===== config.mk =====
export PLATFORM = sky130hd
export DESIGN_NAME = uart_rf_ram
export DESIGN_NICKNAME = d
export VERILOG_FILES = /design/src/rtl/uart_rf_ram.sv
export SDC_FILE = /design/constraint.sdc
export NUM_CORES = 1
export LEC_CHECK = 0
export ABC_AREA = 1
export BUFFER_PORTS_ARGS = -buffer_cell sky130_fd_sc_hd__buf_4
export CORE_MARGIN = 5
export CORE_UTILIZATION = 24
export DETAILED_ROUTE_END_ITERATION = 10
export GPL_TIMING_DRIVEN = 0
export PLACE_DENSITY = 0.38
export SLEW_MARGIN = 25
export SYNTH_ARGS = -nofsm -noshare
export SYNTH_HDL_FRONTEND = slang
export SYNTH_SLANG_ARGS = --single-unit
export TNS_END_PERCENT = 30

===== constraint.sdc =====
create_clock -name i_clk -period 1 [get_ports i_clk]
set_input_delay 0.1 -clock i_clk [delete_from_list [all_inputs] [get_ports i_clk]]
set_output_delay 0.1 -clock i_clk [all_outputs]
set_load 0.05 [all_outputs]

===== src/rtl/uart_rf_ram.sv =====
// Generic single-port-write, single-port-read RAM with a registered read.
// No dependencies.
module uart_rf_ram #(
    parameter int WIDTH = 8,
    parameter int DEPTH = 16
) (
    input  logic                                   i_clk,
    input  logic                                   i_we,
    input  logic [(DEPTH > 1 ? $clog2(DEPTH) : 1)-1:0] i_waddr,
    input  logic [WIDTH-1:0]                       i_wdata,
    input  logic                                   i_re,
    input  logic [(DEPTH > 1 ? $clog2(DEPTH) : 1)-1:0] i_raddr,
    output logic [WIDTH-1:0]                       o_rdata
);

    logic [WIDTH-1:0] r_mem [DEPTH];
    logic [WIDTH-1:0] r_rdata;

    always_ff @(posedge i_clk) begin
        if (i_we) begin
            r_mem[i_waddr] <= i_wdata;
        end
        if (i_re) begin
            r_rdata <= r_mem[i_raddr];
        end
    end

    assign o_rdata = r_rdata;

endmodule


==> results of run 1 <==
==> per-layer routing <==
| layer | up-vias | wire (µm) | GRT usage [%] |
|---|---|---|---|
| met5 | - | 0 | 0 |
| li1 | 1871 | - | - |
| met4 | 0 | 204 | 4.27 |
| met2 | 91 | 7370 | 18.6 |
| met1 | 1833 | 7960 | 16.7 |
| met3 | 16 | 660 | 2.43 |
==> cell families (layout without fill, tap and decap cells) <==
family	Yosys count	count (layout)	share of synthesized area, %
buffers and inverters	126	182	9.39
AND/OR/NAND/NOR	289	289	20.8
flip-flops	136	136	69.8
==> state kept, by name, indices dropped and copies added (netlist names) <==
register,cells
o_rdata,8
r_mem,128
==> worst register-to-register path: cells and delay by family (launching register included) <==
kind / cells / cell delay, ns
flip-flops: 1 / 0.37
AND/OR/NAND/NOR: 6 / 0.50
==> cell type report <==
| cell class | count | share of cell area (%) |
|---|---|---|
| inverter | 102 | 5.13 |
| clock inverter | 15 | 2.78 |
| timing repair buffer | 24 | 2.85 |
| sequential | 136 | 54.7 |
| buffer | 24 | 2.23 |
| clock buffer | 17 | 5.70 |
| tap | 324 | 5.43 |
| multi-input combinational | 289 | 21.2 |
==> per-stage QoR <==
stage	hold slack, ns	power, mW	instances	util, %
after floorplan	0.199	7.12	551	-
after global placement	0.377	7.57	898	26.6
after detailed placement	0.392	7.57	898	26.6
after CTS	0.0347	14.4	931	29.9
after global routing	0.0399	14.8	931	30.9
final	0.0369	14.3	931	30.9
==> worst max-delay path by stage <==
stage / cells past startpoint / slack [ns] / to / from
floorplan: 2 / -0.05 / r_mem[4][0]$_DFFE_PP_ / i_waddr[3]
global placement: 3 / -0.64 / r_mem[4][4]$_DFFE_PP_ / i_waddr[3]
detailed placement: 3 / -0.71 / r_mem[4][1]$_DFFE_PP_ / i_waddr[3]
CTS: 6 / -0.17 / o_rdata[2]$_DFFE_PP_ / r_mem[9][2]$_DFFE_PP_
global route: 6 / -0.16 / o_rdata[2]$_DFFE_PP_ / r_mem[2][2]$_DFFE_PP_
finish: 6 / -0.12 / o_rdata[0]$_DFFE_PP_ / r_mem[2][0]$_DFFE_PP_
==> timing repair <==
item,CTS,global route
hold buffers,1,0
setup buffers,0,0
hold endpoints to repair,8,0
resized for setup,43,56
setup endpoints to repair,136,64
gates cloned,0,0
pin swaps,0,16
==> cell usage in the layout, fill, tap and decap left out, drive strengths merged <==
master         n
buf           47
bufinv         5
clkbuf        17
clkinv         7
clkinvlp       3
dlygate4sd3    1
edfxtp       136
inv          102
nand2        173
nand3         97
nand3b         2
nor2          17
==> where the power goes <==
part | switching, mW | internal, mW | total, mW
registers | 0.0348 | 6.42 | 6.46
clock network | 2.37 | 4.38 | 6.75
logic | 0.794 | 0.338 | 1.13
==> results.cfg, run 1 <==
[cts]
clk_pin_slew_ns = 0.06
clk_path_buf_depth = 2
cts_made_buffers = 17
insertion_delay_ns = 0.42
cts-root-buf = clkbuf_16
clock_sinks = 136
cts_tree = built
ctsHtreeMaxLevel = 4

[sta]
setup_viol = 32
finalWorstSetupSlack_ns = -0.122
setup_tns_ns = -1.45
fmaxAchievable_ghz = 0.892
post-route-min-period_ns = 1.12
skew_ns = 0.00646
grt_setup_unrepaired = yes
slew-limit-headroom_pct = 61.6
slew_violations = 0
hold_violations = 0
worst_pin_slew_ns = 0.575
post-route-period-util_pct = 112

[status]
status = finished, violations left
violations = negative setup slack

[pwr]
peakVddDrop_mv = 0.796
power_leakage_nw = 3.06
pwr_density_cell_nw_per_um2 = 1920

[logic_synthesis]
synth_enable_flop_cells = 136
synth_warnings = 0
synthTopCellsByCount = nand2_1, edfxtp_1, inv_1
yosysTopAreaCell = edfxtp_1
ys.flop_type = edfxtp_1
ys_types = 11
postSynthAreaPerCell_um2 = 10.6
syn_nets = 570
synth_area_um2 = 5850
ys_ff_latch = 136
ys_top_cells_by_area = edfxtp_1, nand2_1, nand3_1, inv_1, buf_6
synthCells = 551
yosysMostFrequentCell = nand2_1
ys_seq_area_share_pct = 69.8
netlist.area_leader.share_pct = 69.8
async_flop_share_pct = 0

[floorplan]
fp-row-count = 57
start_util_pct = 24.2
io_pins = 27
die_width_um = 166
fp.dieArea_um2 = 27600
die_h_um = 166
core_um2 = 24200

[route]
vias_per_cell = 4.09
vias = 3811
post-route-drc-count = 0
wl_um = 16200
ant_nets = 0
first_pass_iters = 4
wl_per_cell_um = 17.4
drt_iter0_markers = 336

[critical_path]
path_max_fanout = 1
end_kind = register
slowest_delay_ns = 0.37
r2r_cells = 6
critPathSlowestCell = edfxtp_1
r2r_slack_ns = -0.12
path_buf_inv = 0
r2r_end = o_rdata[0]$_DFFE_PP_
cp.required_ns = 1.17
path_delay_family = simple AND/OR/NAND/NOR gates
crit_chain = nand2_1, nand2_1, nand2_2, nand3_1, nand3_2, nand2_2
start_kind = register
reg2reg_from = r_mem[2][0]$_DFFE_PP_
crit_arrival_ns = 1.29
worstSetupPathType = reg -> reg

[worst_hold_path]
whs_path_depth = 1
hold_start = i_wdata[4]
holdPathEnd = r_mem[6][4]$_DFFE_PP_
hold_class = in -> reg

[layout]
n_fill_cell = 2478
area_delta_synth_final_pct = 27.7
stdcell_area_um2 = 7470
multi_input_area_um2 = 1580
ff_latch_area_um2 = 4080
n_antenna_cell = 0
final_nets = 613
final_layout_size_suffix_gt1_share_pct = 26.7

[placed_design]
dp_hpwl_um = 10900
postPlaceCellArea_um2 = 6420
dp_slack_ns = -0.714
routabilityCongestion = 0.773
port_buffers = 23

[global_routing]
grt_pass1_wl_um = 24200
antenna_found_initial = 0
grt_max_degree = 17
grt_use_total_pct = 12.0
grt_pass1_vias = 3705
overflow = 0

[run]
max-cap-violations = 0
Note: power is estimated with default switching activity, not from simulation.
==> run 2, diff against run 1 <==
--- a/config.mk
+++ b/config.mk
@@ -16,4 +16,3 @@
 export SYNTH_ARGS = -nofsm -noshare
 export SYNTH_HDL_FRONTEND = slang
 export SYNTH_SLANG_ARGS = --single-unit
-export TNS_END_PERCENT = 30
==> run 2 against run 1 <==
  * The run still ends with negative setup slack left
  * First-iteration DRC count shrank 10%
  * Fmax shrank 6.9%
  * Total power shrank 3.1%
  * Critical path type is now in -> reg
==> results.cfg, run 2 (synthesis gave the netlist of run 1 again) <==
[status]
status = finished, violations left
violations = negative setup slack

[route]
vias_per_cell = 4.10
vias = 3821
post-route-drc-count = 0
ant_nets = 0
drt_iter0_markers = 302
first_pass_iters = 5
wl_um = 16500
wl_per_cell_um = 17.7

[layout]
final_layout_size_suffix_gt1_share_pct = 27.8
ff_latch_area_um2 = 4080
final_common_cell = nand2_1
final_cell_mix = nand2_1, edfxtp_1, inv_1
largest_reg_flops = 128
n_antenna_cell = 0
multi_input_area_um2 = 1640
final_nets = 613
final_core_util_pct = 30.9
area_delta_synth_final_pct = 27.9
regMostFlops = r_mem
n_fill_cell = 2505

[sta]
slew_violations = 0
hold_violations = 0
slew-limit-headroom_pct = 45.1
finalWorstSetupSlack_ns = -0.205
skew_ns = 0.00807
fmaxAchievable_ghz = 0.830
worst_pin_slew_ns = 0.821
post-route-min-period_ns = 1.21
setup_viol = 64
post-route-period-util_pct = 121
grt_setup_unrepaired = yes

[critical_path]
crit_arrival_ns = 1.25
r2r_cells = 6
end_kind = register
r2r_end = o_rdata[0]$_DFFE_PP_
path_max_fanout = 8
critPathSlowestCell = nor2_1
start_kind = primary input
reg2reg_from = r_mem[15][0]$_DFFE_PP_
r2r_slack_ns = -0.10
crit_chain = buf_4, nand3b_1, nor2_1
slowest_delay_ns = 0.68
worstSetupPathType = in -> reg
cp.required_ns = 1.05

[floorplan]
fp.dieArea_um2 = 27600
fp-row-count = 57
die_width_um = 166
core_um2 = 24200
die_h_um = 166
io_pins = 27
start_util_pct = 24.2

[placed_design]
routabilityCongestion = 0.804
dp_hpwl_um = 11000
port_buffers = 23

[worst_hold_path]
hold_class = in -> reg
holdPathEnd = r_mem[4][1]$_DFFE_PP_
hold_start = i_wdata[1]
whs_path_depth = 1

[global_routing]
grt_pass1_wl_um = 24500
grt_use_total_pct = 12.1
grt_pass1_vias = 3737
grt_max_degree = 17
antenna_found_initial = 0
overflow = 0

[cts]
clk_pin_slew_ns = 0.06
cts-root-buf = clkbuf_16
cts_tree = built
insertion_delay_ns = 0.42
clock_sinks = 136
ctsHtreeMaxLevel = 4
cts_made_buffers = 17
clk_path_buf_depth = 2

[pwr]
p_total_mw = 13.9
peakVddDrop_mv = 1.22
power_leakage_nw = 3.07
pwr_density_cell_nw_per_um2 = 1860

[run]
max-cap-violations = 0
[run 2: cell count changes in the layout (fill, tap and decap cells not counted), moves of 2 or more]
| cell | delta |
|---|---|
| nand3_1 | -12 |
| nand3_2 | +8 |
| clkinv_1 | -2 |
| nand3_4 | +4 |
| nor2_2 | -2 |
| bufinv_16 | -2 |
| nor2_1 | +5 |
| clkbuf_1 | +2 |
| nor2_4 | -3 |
[run 2: layout make-up]
class | count | share of cell area (%)
clock buffers | 19 | 5.79
plain buffers | 24 | 2.22
clock inverters | 13 | 2.06
repair buffers | 24 | 2.84
flip-flops and latches | 136 | 54.6
well taps | 324 | 5.42
inverters | 102 | 5.12
multi-input cells | 289 | 21.9
[run 2: what timing repair did]
action,CTS,global route
hold buffers,1,0
gates resized for setup,72,32
pin swaps,29,22
setup endpoints to repair,120,80
cloned,0,0
setup buffers,0,0
hold endpoints to repair,8,0
[run 2: worst max-delay path by stage]
stage / end / cells after the start / from / slack (ns)
floorplan: r_mem[10][0]$_DFFE_PP_ / 2 / i_waddr[2] / -0.05
global placement: r_mem[13][6]$_DFFE_PP_ / 4 / i_waddr[1] / -0.73
detailed placement: r_mem[13][6]$_DFFE_PP_ / 4 / i_waddr[1] / -0.76
CTS: r_mem[10][5]$_DFFE_PP_ / 3 / i_waddr[2] / -0.19
global route: r_mem[10][5]$_DFFE_PP_ / 3 / i_waddr[2] / -0.22
finish: r_mem[5][1]$_DFFE_PP_ / 3 / i_waddr[3] / -0.21
[run 2: metrics by stage]
| stage | hold slack [ns] | TNS [ns] | instance area, µm² | setup slack [ns] | std cells |
|---|---|---|---|---|---|
| after floorplan | 0.199 | -4.12 | 5850 | -0.0508 | 551 |
| after global placement | 0.405 | -71.22 | 6430 | -0.729 | 898 |
| after detailed placement | 0.414 | -71.85 | 6430 | -0.757 | 898 |
| after CTS | 0.0468 | -9.62 | 7340 | -0.192 | 931 |
| after global routing | 0.0450 | -11.15 | 7480 | -0.223 | 931 |
| final | 0.0523 | -7.97 | 7480 | -0.205 | 931 |
[run 2: routing by layer]
layer  track usage [%]  wire length [µm]
met5                 0                 0
met4              3.12               163
met3              2.90               598
met2              18.4              7390
met1              17.5              8330
[run 2: critical path, delay by kind of cell]
| kind | cells | cell delay [ns] |
|---|---|---|
| buffers and inverters | 1 | 0.12 |
| and+or+nand+nor | 2 | 1.02 |
[run 2: report_power, final]
group,total [mW],internal [mW],switching (mW)
Sequential,6.46,6.42,0.0346
Clock,6.27,3.90,2.37
Combinational,1.16,0.349,0.814
Total,13.9,10.7,3.22
==> run 3, diff against run 2 <==
--- a/config.mk
+++ b/config.mk
@@ -12,6 +12,8 @@
 export DETAILED_ROUTE_END_ITERATION = 10
 export GPL_TIMING_DRIVEN = 0
 export PLACE_DENSITY = 0.38
+export RECOVER_POWER = 25
+export SETUP_SLACK_MARGIN = 0.4
 export SLEW_MARGIN = 25
 export SYNTH_ARGS = -nofsm -noshare
 export SYNTH_HDL_FRONTEND = slang
==> constraint.sdc (replaced) <==
create_clock -name i_clk -period 1.1 [get_ports i_clk]
set_input_delay 0.11 -clock i_clk [delete_from_list [all_inputs] [get_ports i_clk]]
set_output_delay 0.11 -clock i_clk [all_outputs]
set_load 0.05 [all_outputs]
==> run 3 against run 2 <==
  * Critical path depth is 3 higher
  * The flow still finishes with violations (negative setup slack)
  * Register-to-register slack better by 0.095 ns
  * First-iteration DRC count down 19%
  * Routed wire length decreased by 2.2%
  * Critical path type is now reg -> reg
  * Cell area grew 1.6%
  * Via count is 0.71% lower
  * Cell count rose by 0.75%
  * Non-clock buffer count grew 11
==> results.cfg, run 3 (synthesis gave the netlist of run 1 again) <==
[status]
status = finished, violations left
violations = negative setup slack

[layout]
final_cell_mix = nand2_1, edfxtp_1, inv_1
final_common_cell = nand2_1
largest_reg_flops = 128
n_antenna_cell = 0
final_core_util_pct = 31.4
final_layout_size_suffix_gt1_share_pct = 25.4
area_delta_synth_final_pct = 29.9
regMostFlops = r_mem
final_nets = 624

[floorplan]
io_pins = 27
fp.dieArea_um2 = 27600
start_util_pct = 24.2
core_um2 = 24200
die_width_um = 166
die_h_um = 166
fp-row-count = 57

[global_routing]
overflow = 0
grt_max_degree = 17
grt_use_total_pct = 11.9
grt_pass1_vias = 3786
antenna_found_initial = 0
grt_pass1_wl_um = 24300

[critical_path]
r2r_slack_ns = -0.005
reg2reg_from = r_mem[0][2]$_DFFE_PP_
start_kind = register
path_depth = 6
crit_arrival_ns = 1.26
worstSetupPathType = reg -> reg
path_buf_inv = 1
slowest_delay_ns = 0.38
crit_chain = inv_1, nand2_1, nand3_1, nand3_1, nand3_2, nand2_2
startpoint = r_mem[0][2]$_DFFE_PP_
path_delay_family = simple AND/OR/NAND/NOR gates
path_common_cell = nand3_1
cp.required_ns = 1.26
r2r_cells = 6
path_max_fanout = 1
critPathSlowestCell = edfxtp_1
end_kind = register
r2r_end = o_rdata[2]$_DFFE_PP_

[route]
ant_nets = 0
maxUsedRoutingLayer = met4
first_pass_iters = 4
wl_um = 16100
route.met3.wl_um = 654
vias = 3794
wl_per_cell_um = 17.2
post-route-drc-count = 0
vias_per_cell = 4.04
drt_iter0_markers = 244
drt-met1-wl_um = 7590
dr_wl_met2_um = 7630

[sta]
grt_setup_unrepaired = yes
worst_pin_slew_ns = 0.992
setup_viol = 1
slew-limit-headroom_pct = 33.9
whs_ns = 0.0985
finalWorstSetupSlack_ns = -0.00456
post-route-min-period_ns = 1.10
post-route-period-util_pct = 100
fmaxAchievable_ghz = 0.905
slew_violations = 0
skew_ns = 0.00354
hold_violations = 0

[cts]
clk_pin_slew_ns = 0.06
cts_made_buffers = 17
cts-root-buf = clkbuf_16
clk_path_buf_depth = 2
cts_tree = built
clock_sinks = 136
ctsHtreeMaxLevel = 4
insertion_delay_ns = 0.41

[pwr]
peakVddDrop_mv = 1.00
pwr_density_cell_nw_per_um2 = 1560
power_leakage_nw = 3.08

[run]
max-cap-violations = 0

[worst_hold_path]
whs_path_depth = 1
hold_class = in -> reg
hold_start = i_wdata[7]
holdPathEnd = r_mem[4][7]$_DFFE_PP_

[placed_design]
port_buffers = 23
dp_hpwl_um = 11000
dp_slack_ns = -0.466
routabilityCongestion = 0.797
==> run 3: cell count changes in the layout (fill, tap and decap cells not counted), moves of 4 or more <==
| cell | delta |
|---|---|
| nand3_2 | -26 |
| nand3_1 | +28 |
| nor2_1 | -6 |
| nand2_2 | +5 |
| clkbuf_1 | +6 |
| nor2_2 | -8 |
| nand2_1 | -9 |
| nor2_4 | +14 |
| buf_2 | -7 |
| nand2_4 | +4 |
| buf_12 | +10 |
==> run 3: layout make-up <==
class | instances | area (µm²)
inverter | 102 | 388
multi-input combinational | 289 | 1610
fill | 2443 | 16600
timing repair buffer | 35 | 408
clock inverter | 8 | 60.1
sequential | 136 | 4080
buffer | 24 | 200
tap | 324 | 405
clock buffer | 20 | 437
==> run 3: how the worst max path moves through the flow <==
| stage | to | slack, ns |
|---|---|---|
| after global routing | o_rdata[2]$_DFFE_PP_ | -0.07 |
| after CTS | o_rdata[2]$_DFFE_PP_ | -0.04 |
| after floorplan | r_mem[10][0]$_DFFE_PP_ | 0.12 |
| final | o_rdata[2]$_DFFE_PP_ | -0.005 |
| after detailed placement | r_mem[6][1]$_DFFE_PP_ | -0.47 |
| after global placement | r_mem[6][1]$_DFFE_PP_ | -0.44 |
==> run 3: power breakdown <==
part / internal, mW / switching, mW
clock network: 3.00 / 1.92
registers: 5.84 / 0.0319
logic: 0.348 / 0.736
==> run 3: repair_timing <==
item	in CTS	in global routing
buffers inserted	9	2
hold buffers	1	0
endpoints found under the setup margin	80	96
endpoints found under the hold margin	8	0
resized for setup	42	34
pin swaps	23	21
==> run 3: per-layer routing <==
metal,track usage [%],vias up
li1,-,1891
met1,16.4,1816
met2,18.8,72
met3,2.43,15
met4,4.09,0
met5,0,-
==> run 3: per-stage QoR <==
step / TNS (ns) / power (mW) / instance area [µm²] / cells
2_1_floorplan: 0 / 6.52 / 6020 / 551
3_3_place_gp: -25.09 / 6.93 / 6600 / 898
3_5_place_dp: -26.23 / 6.94 / 6600 / 898
4_1_cts: -0.125 / 12.0 / 7430 / 936
5_1_grt: -0.557 / 12.3 / 7600 / 938
6_report: -0.00456 / 11.9 / 7600 / 938
